`config.mk`:
```
export PLATFORM = sky130hd
export DESIGN_NAME = evh_index
export DESIGN_NICKNAME = d
export VERILOG_FILES = /design/src/evh_pkg.sv /design/src/evh_index.sv
export SDC_FILE = /design/constraint.sdc
export NUM_CORES = 1
export LEC_CHECK = 0
export BUFFER_PORTS_ARGS = -buffer_cell sky130_fd_sc_hd__buf_4
export CAP_MARGIN = 40
export CORE_AREA = 2 2 113 136
export CTS_BUF_LIST = sky130_fd_sc_hd__clkbuf_2 sky130_fd_sc_hd__clkbuf_4 sky130_fd_sc_hd__clkbuf_8
export CTS_CLUSTER_DIAMETER = 200
export DETAILED_ROUTE_END_ITERATION = 7
export DIE_AREA = 0 0 115 138
export GPL_ROUTABILITY_DRIVEN = 0
export PLACE_DENSITY_LB_ADDON = 0.05
export SYNTH_ARGS = -nofsm -noshare
export SYNTH_HDL_FRONTEND = slang
export SYNTH_SLANG_ARGS = --single-unit
```
`constraint.sdc`:
```
create_clock -name i_clk -period 5.6 [get_ports i_clk]
set_input_delay 0.84 -clock i_clk [delete_from_list [all_inputs] [get_ports i_clk]]
set_output_delay 0.84 -clock i_clk [all_outputs]
set_load 0.05 [all_outputs]
```
`src/evh_pkg.sv`:
```
// Shared widths, register indexes, operation codes and types of the event pixel histogram.
package evh_pkg;

    localparam int CFG_W   = 11;
    localparam int COORD_W = 16;
    localparam int RIDX_W  = 20;
    localparam int COUNT_W = 8;
    localparam int PROD_W  = 2 * CFG_W;

    localparam int DEF_MAX_WIDTH  = 1024;
    localparam int DEF_MAX_HEIGHT = 1024;

    localparam logic [CFG_W-1:0] RESET_FRAME = CFG_W'(1024);

    // configuration register indexes
    localparam logic CFG_FRAME_WIDTH  = 1'b0;
    localparam logic CFG_FRAME_HEIGHT = 1'b1;

    // memory operation of one item
    typedef logic [1:0] t_op;
    localparam t_op OP_NONE    = 2'd0;
    localparam t_op OP_INC     = 2'd1;
    localparam t_op OP_RD_HIT  = 2'd2;
    localparam t_op OP_RD_MISS = 2'd3;

    typedef struct packed {
        logic               valid;
        logic [COUNT_W-1:0] count;
    } t_res;

endpackage

```
`src/evh_index.sv`:
```
// Item capture, frame and read index bounds checks and row-major address computation.
module evh_index import evh_pkg::*; #(
    parameter int MAX_WIDTH  = DEF_MAX_WIDTH,
    parameter int MAX_HEIGHT = DEF_MAX_HEIGHT,
    localparam int Depth = MAX_WIDTH * MAX_HEIGHT,
    localparam int AddrW = (Depth > 1) ? $clog2(Depth) : 1
) (
    input  logic               i_clk,
    input  logic               i_rst_n,
    input  logic               i_adv,
    input  logic               i_take,
    input  logic               i_mode,
    input  logic [COORD_W-1:0] i_x,
    input  logic [COORD_W-1:0] i_y,
    input  logic [RIDX_W-1:0]  i_ridx,
    input  logic [CFG_W-1:0]   i_act_w,
    input  logic [CFG_W-1:0]   i_act_h,
    input  logic [PROD_W-1:0]  i_area,
    output t_op                o_op,
    output logic [AddrW-1:0]   o_addr
);

    logic               r_s1_valid;
    logic               r_s1_mode;
    logic [COORD_W-1:0] r_s1_x;
    logic [COORD_W-1:0] r_s1_y;
    logic [RIDX_W-1:0]  r_s1_ridx;
    t_op                r_s2_op;
    logic [AddrW-1:0]   r_s2_addr;

    logic              x_in;
    logic              y_in;
    logic              rd_hit;
    logic [PROD_W-1:0] ev_idx;
    t_op               n_op;
    logic [AddrW-1:0]  n_addr;

    always_comb begin
        x_in   = !r_s1_x[COORD_W-1] && (r_s1_x < COORD_W'(i_act_w));
        y_in   = !r_s1_y[COORD_W-1] && (r_s1_y < COORD_W'(i_act_h));
        // y < height <= 2047 here, so the low bits carry the whole row
        ev_idx = PROD_W'(r_s1_y[CFG_W-1:0]) * PROD_W'(i_act_w)
               + PROD_W'(r_s1_x[CFG_W-1:0]);
        rd_hit = PROD_W'(r_s1_ridx) < i_area;
        if (!r_s1_valid) begin
            n_op = OP_NONE;
        end else if (r_s1_mode) begin
            n_op = rd_hit ? OP_RD_HIT : OP_RD_MISS;
        end else begin
            n_op = (x_in && y_in) ? OP_INC : OP_NONE;
        end
        n_addr = r_s1_mode ? AddrW'(r_s1_ridx) : AddrW'(ev_idx);
    end

    always_ff @(posedge i_clk) begin
        if (!i_rst_n) begin
            r_s1_valid <= 1'b0;
            r_s2_op    <= OP_NONE;
        end else if (i_adv) begin
            r_s1_valid <= i_take;
            r_s2_op    <= n_op;
        end
    end

    always_ff @(posedge i_clk) begin
        if (i_adv) begin
            r_s1_mode <= i_mode;
            r_s1_x    <= i_x;
            r_s1_y    <= i_y;
            r_s1_ridx <= i_ridx;
            r_s2_addr <= n_addr;
        end
    end

    assign o_op   = r_s2_op;
    assign o_addr = r_s2_addr;

endmodule

```
==> flow_summary.json, run 1 <==
{
  "status": "completed",
  "finalCritPeriodShare": 0.956,
  "cpLargestDelayFamily": "adder cells",
  "antenna_cells": 0,
  "drt-initial-drc-count": 319,
  "worstPathArrival_ns": 5.49,
  "drive_above_1_share": 0.198,
  "yosysWarnings": 0,
  "met2_usage": 0.433,
  "clk_path_buf_depth": 2,
  "antenna_left": 0,
  "cts_tree": "yes",
  "worst_slew_pin_slew_ns": 0.778,
  "core_mm2": 0.0147,
  "busiest_layer": "met2",
  "slowest_stage": "edfxtp_1",
  "leakagePower_nw": 4.57,
  "grtUsageMet1": 0.329,
  "relSlewSlack": 0.477,
  "critical_path.cell_chain": "and2_1, fa_1, fa_1, fa_1, fa_1, inv_1, fa_1, inv_1, ha_1, and3_1, a22oi_1, o211ai_2, o22ai_1, xnor2_1, mux2_2",
  "synth_async_sr_flop_share": 0,
  "cpMostUsedCell": "fa_1",
  "synth_edf_count": 73,
  "vdd_drop_max_mv": 0.405,
  "grt_pass1_vias": 6287,
  "powerDensity_mw_per_mm2": 531,
  "yosysSeqAreaShare": 0.292,
  "cts_buffers": 9,
  "vias": 5707,
  "dieArea_mm2": 0.0159,
  "maxCapViolations": 0,
  "syn_avg_cell_area_um2": 10.0,
  "cts_num_sinks": 76,
  "worst-path-buf-inv": 2,
  "antenna_found_initial": 0,
  "synth-seq-cells": 76,
  "areaGrowthSynthToFinish_pct": 19.0,
  "htree_levels": 3,
  "crit_path_max_fanout": 9,
  "ys_types": 52,
  "met3_usage": 0.0552,
  "worstHoldPathType": "register to register",
  "dr.pass1.iters": 5,
  "ios": 123,
  "io_buffers": 122,
  "nNetsFinal": 1185,
  "synth_flop_cell": "edfxtp_1",
  "cts_root_buf": "clkbuf_8",
  "start_util": 0.524,
  "grt_use_total": 0.260,
  "total_power_mw": 4.87,
  "synth_area_mm2": 0.00771,
  "clock_latency_ns": 0.38,
  "fp.dieH_um": 138,
  "hold_viol": 0,
  "viasPerCell": 5.25,
  "die_w_um": 115,
  "wl_mm": 19.1,
  "cts-resized-gates": 0,
  "finalSetupViolations": 0,
  "grt_max_degree": 43,
  "fp-row-count": 49,
  "setup_tns_ns": 0,
  "maxSlewViolCount": 0,
  "cp-end-kind": "register",
  "synth_cells": 770,
  "grt_pass1_wl_mm": 31.6,
  "dp_hpwl_mm": 15.8,
  "path_class": "register to register",
  "rsz0062_at_grt": "false",
  "finClkSkew_ns": 0.0186,
  "clock.fmax_mhz": 187,
  "cp-start-kind": "register",
  "post_drt_wl_per_cell_um": 17.6,
  "syn-num-nets": 1051,
  "clk_pin_slew_worst_paths_ns": 0.09,
  "required_ns": 5.73,
  "period_minus_slack_ns": 5.35,
  "drc": 0,
  "overflow": 0,
  "slowest_delay_ns": 0.59
}
-- layer usage --
| metal | up-vias | part of all wire |
|---|---|---|
| met5 | - | 0 |
| met2 | 194 | 0.50 |
| met4 | 0 | 0.039 |
| met1 | 2750 | 0.40 |
| li1 | 2723 | - |
| met3 | 40 | 0.060 |
-- cell usage after synthesis (4+ instances only) --
library cell | instances | share of area
inv_1 | 171 | 0.083
nand2_1 | 104 | 0.051
fa_1 | 90 | 0.23
ha_1 | 90 | 0.15
edfxtp_1 | 73 | 0.28
and2_1 | 48 | 0.039
clkbuf_1 | 26 | 0.013
o21ai_0 | 23 | 0.015
a21oi_1 | 21 | 0.014
nor2_1 | 14 | 0.0068
xnor2_1 | 13 | 0.015
nand3_1 | 8 | 0.0052
a21o_1 | 7 | 0.0068
nand2b_1 | 6 | 0.0049
nand4_1 | 6 | 0.0049
mux2_2 | 5 | 0.0073
o21ai_1 | 5 | 0.0032
xor2_1 | 5 | 0.0057
a21boi_0 | 4 | 0.0039
-- registers in the layout, indices dropped and copies added (netlist names) --
register    cells
o_addr         20
r_s1_valid      1
r_s1_y         16
r_s1_mode       1
r_s1_ridx      20
r_s1_x         16
o_op            2
-- cell type report --
class	count	area, um^2
repair buffers	149	1130
clock inverters	7	81.3
inverters	171	642
fillers	1263	5550
flip-flops and latches	76	2250
well taps	178	223
multi-input cells	497	4720
clock buffers	9	124
-- worst paths after layout --
kind / start / end / slack, ns / cells past startpoint
max reg2reg: r_s1_y[5] / o_addr[16] / 0.25 / 15
min reg2reg: o_op[1] / o_op[1] / 0.50 / 2
min: o_op[1] / o_op[1] / 0.50 / 2
max: r_s1_y[5] / o_addr[16] / 0.25 / 15
-- report_power, final --
group,total [mW],internal (mW),switching [mW]
combinational,3.57,1.49,2.09
sequential,0.834,0.781,0.0527
clock,0.462,0.212,0.250
total,4.87,2.48,2.39
-- cells by family (layout without fill, tap and decap cells) --
family	Yosys count	count (layout)	synth area share
simple gates	205	205	0.128
buf+inv	197	336	0.0959
fa+ha+maj	180	180	0.380
compound gates	88	88	0.0748
flops	76	76	0.292
xor+xnor	18	18	0.0205
mux	6	6	0.00860
-- per-stage QoR --
stage | cell area [um^2] | hold slack, ns | utilization | instances | setup WS (ns)
2_1_floorplan | 7710 | 0.502 | - | 770 | 0.110
3_3_place_gp | 8930 | 0.471 | 0.607 | 1068 | 0.0376
3_5_place_dp | 8950 | 0.502 | 0.608 | 1069 | -0.0661
4_1_cts | 9150 | 0.515 | 0.622 | 1085 | 0.166
5_1_grt | 9170 | 0.553 | 0.623 | 1087 | 0.0428
6_report | 9170 | 0.503 | 0.623 | 1087 | 0.246
-- tightest hold or removal path, stage by stage (launching register included) --
cell,delay [ns]
dfxtp_1,0.33
nand2b_1,0.07
a21boi_0,0.07
-- layout by cell type, fill, tap and decap left out, drive strengths merged, types with 6 or more instances in the layout --
master / instances
fa: 90
xnor2: 13
nor2: 15
nand4: 6
nand3: 8
clkbuf: 9
buf: 149
a21o: 7
nand2: 104
o21ai: 28
inv: 174
a21oi: 22
ha: 90
edfxtp: 73
and2: 48
nand2b: 6
-- what timing repair did --
action,4_1_cts,5_1_grt
hold endpoints to repair,0,0
hold buffers,0,0
setup endpoints to repair,0,2
buffers inserted,0,2
Note: power is estimated with default switching activity, not from simulation.
==> inputs of run 2 (changes only) <==
PLACE_DENSITY = 0.81   (was unset)
PLACE_DENSITY_LB_ADDON = unset   (was 0.05)
SLEW_MARGIN = 20   (was unset)
==> run 2 against run 1 <==
  * Register-to-register slack worse by 0.06 ns
  * Sequential cell count stayed put
  * Core utilization is 0.19 points lower
  * Sequential share of layout area is 0.074 points higher
  * Setup slack worse by 0.062 ns
  * Non-clock buffer count is 7 lower
  * Total power is 2.6% lower
  * Clock power is 11% higher
  * Clock skew is 0.0066 ns lower
  * Combinational power is 5% lower
  * Clock-buffer cell count is 1 higher
  * Final area is 0.30% lower
  * Critical path type unchanged
  * Largest cell class unchanged
==> flow_summary.json, run 2 (synthesized netlist as in run 1, its figures left out) <==
{
  "status": "completed",
  "maxCapViolations": 0,
  "dp_hpwl_mm": 14.2,
  "crit_path_max_fanout": 12,
  "finalCritPeriodShare": 0.967,
  "wl_mm": 17.3,
  "fillCellCount": 1193,
  "clk_path_buf_depth": 2,
  "fp.dieH_um": 138,
  "grt_pass1_vias": 6166,
  "drc": 0,
  "slowest_delay_ns": 0.62,
  "final_cell_mix": "inv_1, buf_4, nand2_1",
  "worstPathArrival_ns": 5.53,
  "post_cts_buffers": 0,
  "maxSlewViolCount": 0,
  "vias": 5765,
  "nNetsFinal": 1178,
  "place_area_mm2": 0.00888,
  "drive_above_1_share": 0.192,
  "cpLargestDelayFamily": "adder cells",
  "core_mm2": 0.0147,
  "cts_buffers": 9,
  "final_util": 0.621,
  "clock.fmax_mhz": 185,
  "dieArea_mm2": 0.0159,
  "cts.hold.buffers_added": 0,
  "antenna_left": 0,
  "critical_path.cell_chain": "and2_1, fa_1, fa_1, fa_1, fa_1, inv_1, fa_1, inv_1, ha_1, and3_1, a22oi_1, o211ai_2, o22ai_1, xnor2_1, mux2_2",
  "cts-resized-gates": 0,
  "post_drt_wl_per_cell_um": 16.0,
  "required_ns": 5.71,
  "finalSetupViolations": 0,
  "io_buffers": 122,
  "start_util": 0.524,
  "cp-start-kind": "register",
  "slowest_stage": "edfxtp_1",
  "powerDensity_mw_per_mm2": 519,
  "htree_levels": 3,
  "timing.hold.ws_ns": 0.507,
  "clk_pin_slew_worst_paths_ns": 0.09,
  "grt_use_total": 0.230,
  "worst_slew_pin_slew_ns": 0.653,
  "overflow": 0,
  "drt-initial-drc-count": 355,
  "antenna_found_initial": 0,
  "cts_num_sinks": 76,
  "viasPerCell": 5.34,
  "ios": 123,
  "clock_latency_ns": 0.35,
  "r2r_slack_ns": 0.18,
  "cp-end-kind": "register",
  "final_area_mm2": 0.00914,
  "grt_max_degree": 50,
  "cpMostUsedCell": "fa_1",
  "die_w_um": 115,
  "antenna_cells": 0,
  "vdd_drop_max_mv": 0.359,
  "cts_root_buf": "clkbuf_8",
  "fp-row-count": 49,
  "period_minus_slack_ns": 5.42,
  "layout_commonest_cell": "inv_1",
  "rsz0062_at_grt": "false",
  "dr.pass1.iters": 5,
  "finClkSkew_ns": 0.0120,
  "worst-path-buf-inv": 2,
  "worstHoldPathType": "register to register",
  "relSlewSlack": 0.564,
  "path_class": "register to register",
  "hold_viol": 0,
  "cts_tree": "yes",
  "grt_pass1_wl_mm": 28.7,
  "areaGrowthSynthToFinish_pct": 18.6,
  "leakagePower_nw": 4.56
}
-- run 2: power by group --
part           switching (mW)  total [mW]  internal (mW)
registers              0.0529       0.834          0.781
logic                    1.98        3.40           1.42
clock network           0.213       0.515          0.302
total                    2.24        4.74           2.50
-- run 2: layout make-up --
cell class | count | area [um^2] | area share
Inverter | 171 | 642 | 0.0702
Clock inverter | 6 | 111 | 0.0122
Sequential cell | 76 | 2250 | 0.246
Clock buffer | 10 | 131 | 0.0144
Tap cell | 178 | 223 | 0.0244
Multi-Input combinational cell | 497 | 4720 | 0.516
Timing Repair Buffer | 142 | 1070 | 0.117
-- run 2: final timing paths --
path | startpoint | to | cells past startpoint
setup / recovery | r_s1_y[3] | o_addr[16] | 15
hold / removal | o_op[1] | o_op[1] | 2
setup reg to reg | r_s1_y[3] | o_addr[16] | 15
hold reg to reg | o_op[1] | o_op[1] | 2
-- run 2: per-stage QoR --
step	cells	power [mW]	setup TNS, ns	setup slack [ns]
after floorplan	770	3.24	0	0.110
after global placement	1062	4.14	0	0.000558
after detailed placement	1062	4.20	-0.0918	-0.0916
after CTS	1078	4.75	0	0.208
after global routing	1080	5.17	0	0.00400
final	1080	4.74	0	0.184
-- run 2: layer usage --
metal | track usage | part of all wire
met1 | 0.287 | 0.39
met2 | 0.392 | 0.53
met3 | 0.0386 | 0.051
met4 | 0.0989 | 0.033
met5 | 0 | 0
-- run 2: tightest hold or removal path, cell delays in order (launching register included) --
cell and delay, ns:
dfxtp_1 0.32, nand2b_1 0.07, a21boi_0 0.07
==> inputs of run 3 (changes only) <==
--- a/config.mk
+++ b/config.mk
@@ -7,5 +7,4 @@
 export LEC_CHECK = 0
-export BUFFER_PORTS_ARGS = -buffer_cell sky130_fd_sc_hd__buf_4
 export CAP_MARGIN = 40
-export CORE_AREA = 2 2 113 136
+export CORE_AREA = 2 2 107 130
 export CTS_BUF_LIST = sky130_fd_sc_hd__clkbuf_2 sky130_fd_sc_hd__clkbuf_4 sky130_fd_sc_hd__clkbuf_8
@@ -13,6 +12,6 @@
 export DETAILED_ROUTE_END_ITERATION = 7
-export DIE_AREA = 0 0 115 138
+export DIE_AREA = 0 0 109 132
+export DONT_BUFFER_PORTS = 1
 export GPL_ROUTABILITY_DRIVEN = 0
-export PLACE_DENSITY = 0.81
-export SLEW_MARGIN = 20
+export PLACE_DENSITY = 0.8
 export SYNTH_ARGS = -nofsm -noshare
--- a/constraint.sdc
+++ b/constraint.sdc
@@ -3,2 +3,2 @@
 set_output_delay 0.84 -clock i_clk [all_outputs]
-set_load 0.05 [all_outputs]
+set_load 0.02 [all_outputs]
==> run 3 against run 2 <==
  * Final area decreased by 9.9%
  * Combinational power decreased by 13%
  * Routed wire length increased by 2.4%
  * Highest routed layer unchanged
  * Setup slack improved by 0.057 ns
  * Clock power increased by 2%
  * Largest power group unchanged
  * Sequential cell count unchanged
==> flow_summary.json, run 3 (synthesized netlist as in run 1, its figures left out) <==
{
  "overflow": 0,
  "clk_pin_slew_worst_paths_ns": 0.10,
  "ios": 123,
  "dp_cells": 918,
  "antenna_found_initial": 0,
  "areaGrowthSynthToFinish_pct": 6.87,
  "cts.hold.buffers_added": 0,
  "grt_pass1_wl_mm": 28.4,
  "nNetsFinal": 1059,
  "final_cell_mix": "inv_1, nand2_1, fa_1, ha_1, edfxtp_1",
  "drc": 0,
  "wl_mm": 17.7,
  "relSlewSlack": 0.703,
  "finClkSkew_ns": 0.0197,
  "antenna_left": 0,
  "hold_viol": 0,
  "clock.fmax_mhz": 187,
  "dr.pass1.iters": 5,
  "cp-end-kind": "register",
  "cts_root_buf": "clkbuf_8",
  "holdPathEnd": "o_op[1]",
  "leakagePower_nw": 3.99,
  "cts_num_sinks": 76,
  "viasPerCell": 5.75,
  "cts_tree": "yes",
  "r2r_slack_ns": 0.24,
  "rr_worst_depth": 16,
  "period_minus_slack_ns": 5.36,
  "r2r-start": "r_s1_y[4]",
  "finalSetupViolations": 0,
  "seqCellArea_mm2": 0.00225,
  "io_buffers": 0,
  "dieArea_mm2": 0.0144,
  "post_cts_buffers": 0,
  "hold_depth": 2,
  "drive_above_1_share": 0.0690,
  "antenna_cells": 0,
  "cts-resized-gates": 0,
  "worst_slew_pin_slew_ns": 0.446,
  "worstPathArrival_ns": 5.49,
  "maxCapViolations": 0,
  "cts_buffers": 9,
  "path_class": "register to register",
  "dp_hpwl_mm": 14.0,
  "fp-row-count": 46,
  "setup_tns_ns": 0,
  "layout_commonest_cell": "inv_1",
  "required_ns": 5.73,
  "crit_path_max_fanout": 8,
  "maxSlewViolCount": 0,
  "start_util": 0.590,
  "total_power_mw": 4.42,
  "finalCritPeriodShare": 0.957,
  "fp.dieH_um": 132,
  "worstHoldPathType": "register to register",
  "grt_max_degree": 79,
  "final_cell_count_no_fill": 951,
  "clock_latency_ns": 0.38,
  "die_w_um": 109,
  "clk_path_buf_depth": 2,
  "multi_input_area_mm2": 0.00472,
  "drt-initial-drc-count": 389,
  "vdd_drop_max_mv": 0.416,
  "worstHoldStart": "r_s1_valid",
  "status": "completed",
  "reg2reg_to": "o_addr[16]",
  "rsz0062_at_grt": "false",
  "core_mm2": 0.0131,
  "post_drt_wl_per_cell_um": 18.6,
  "cp-start-kind": "register",
  "grt_pass1_vias": 5935,
  "grt_use_total": 0.258,
  "fillCellCount": 1020,
  "vias": 5467,
  "htree_levels": 3,
  "powerDensity_mw_per_mm2": 536
}
run 3: changes by cell type in the layout (fill, tap and decap cells not counted), sizes merged:
cell,previous run,this run
inv,172,171
clkinvlp,1,0
clkinv,1,3
buf,142,23
run 3: cell type report:
type / count / share of cell area
multi-input cells: 497 / 0.573
flip-flops and latches: 76 / 0.273
inverters: 171 / 0.0779
well taps: 168 / 0.0255
repair buffers: 23 / 0.0210
clock buffers: 10 / 0.0160
clock inverters: 6 / 0.0137
run 3: worst max path at each step:
| stage | start | end | slack, ns | cells past startpoint |
|---|---|---|---|---|
| 6_report | r_s1_y[4] | o_addr[16] | 0.24 | 16 |
| 5_1_grt | r_s1_y[5] | o_addr[19] | 0.04 | 16 |
| 4_1_cts | r_s1_y[3] | o_addr[16] | 0.17 | 16 |
| 3_5_place_dp | i_act_w[9] | o_addr[16] | 0.04 | 16 |
| 3_3_place_gp | i_act_w[10] | o_addr[16] | 0.20 | 16 |
| 2_1_floorplan | i_act_w[4] | o_addr[16] | 0.11 | 17 |
run 3: per-layer routing:
metal  part of all wire  track usage  wire length, um
met1               0.37        0.301             6490
met2               0.51        0.438             9020
met3              0.073       0.0618             1290
met4              0.050        0.128              885
met5                  0            0                0
run 3: power breakdown:
part	internal, mW	switching [mW]
logic	1.20	1.77
registers	0.787	0.140
clock network	0.302	0.221
run 3: critical path, stage by stage, from the launching register on:
cell      delay [ns]
edfxtp_1        0.54
buf_4           0.20
and2_1          0.17
fa_1            0.48
fa_1            0.53
fa_1            0.52
fa_1            0.54
inv_1           0.06
fa_1            0.53
inv_1           0.04
ha_1            0.35
and3_1          0.22
a22oi_1         0.24
o211ai_2        0.17
o22ai_1         0.17
xnor2_1         0.09
mux2_2          0.26
run 3: per-stage QoR:
step	hold slack [ns]	setup slack (ns)	cell area (um^2)	utilization
after floorplan	0.502	0.110	7710	-
after global placement	0.523	0.198	7870	0.602
after detailed placement	0.540	0.0446	7870	0.602
after CTS	0.548	0.172	8110	0.621
after global routing	0.552	0.0356	8240	0.630
final	0.540	0.241	8240	0.630
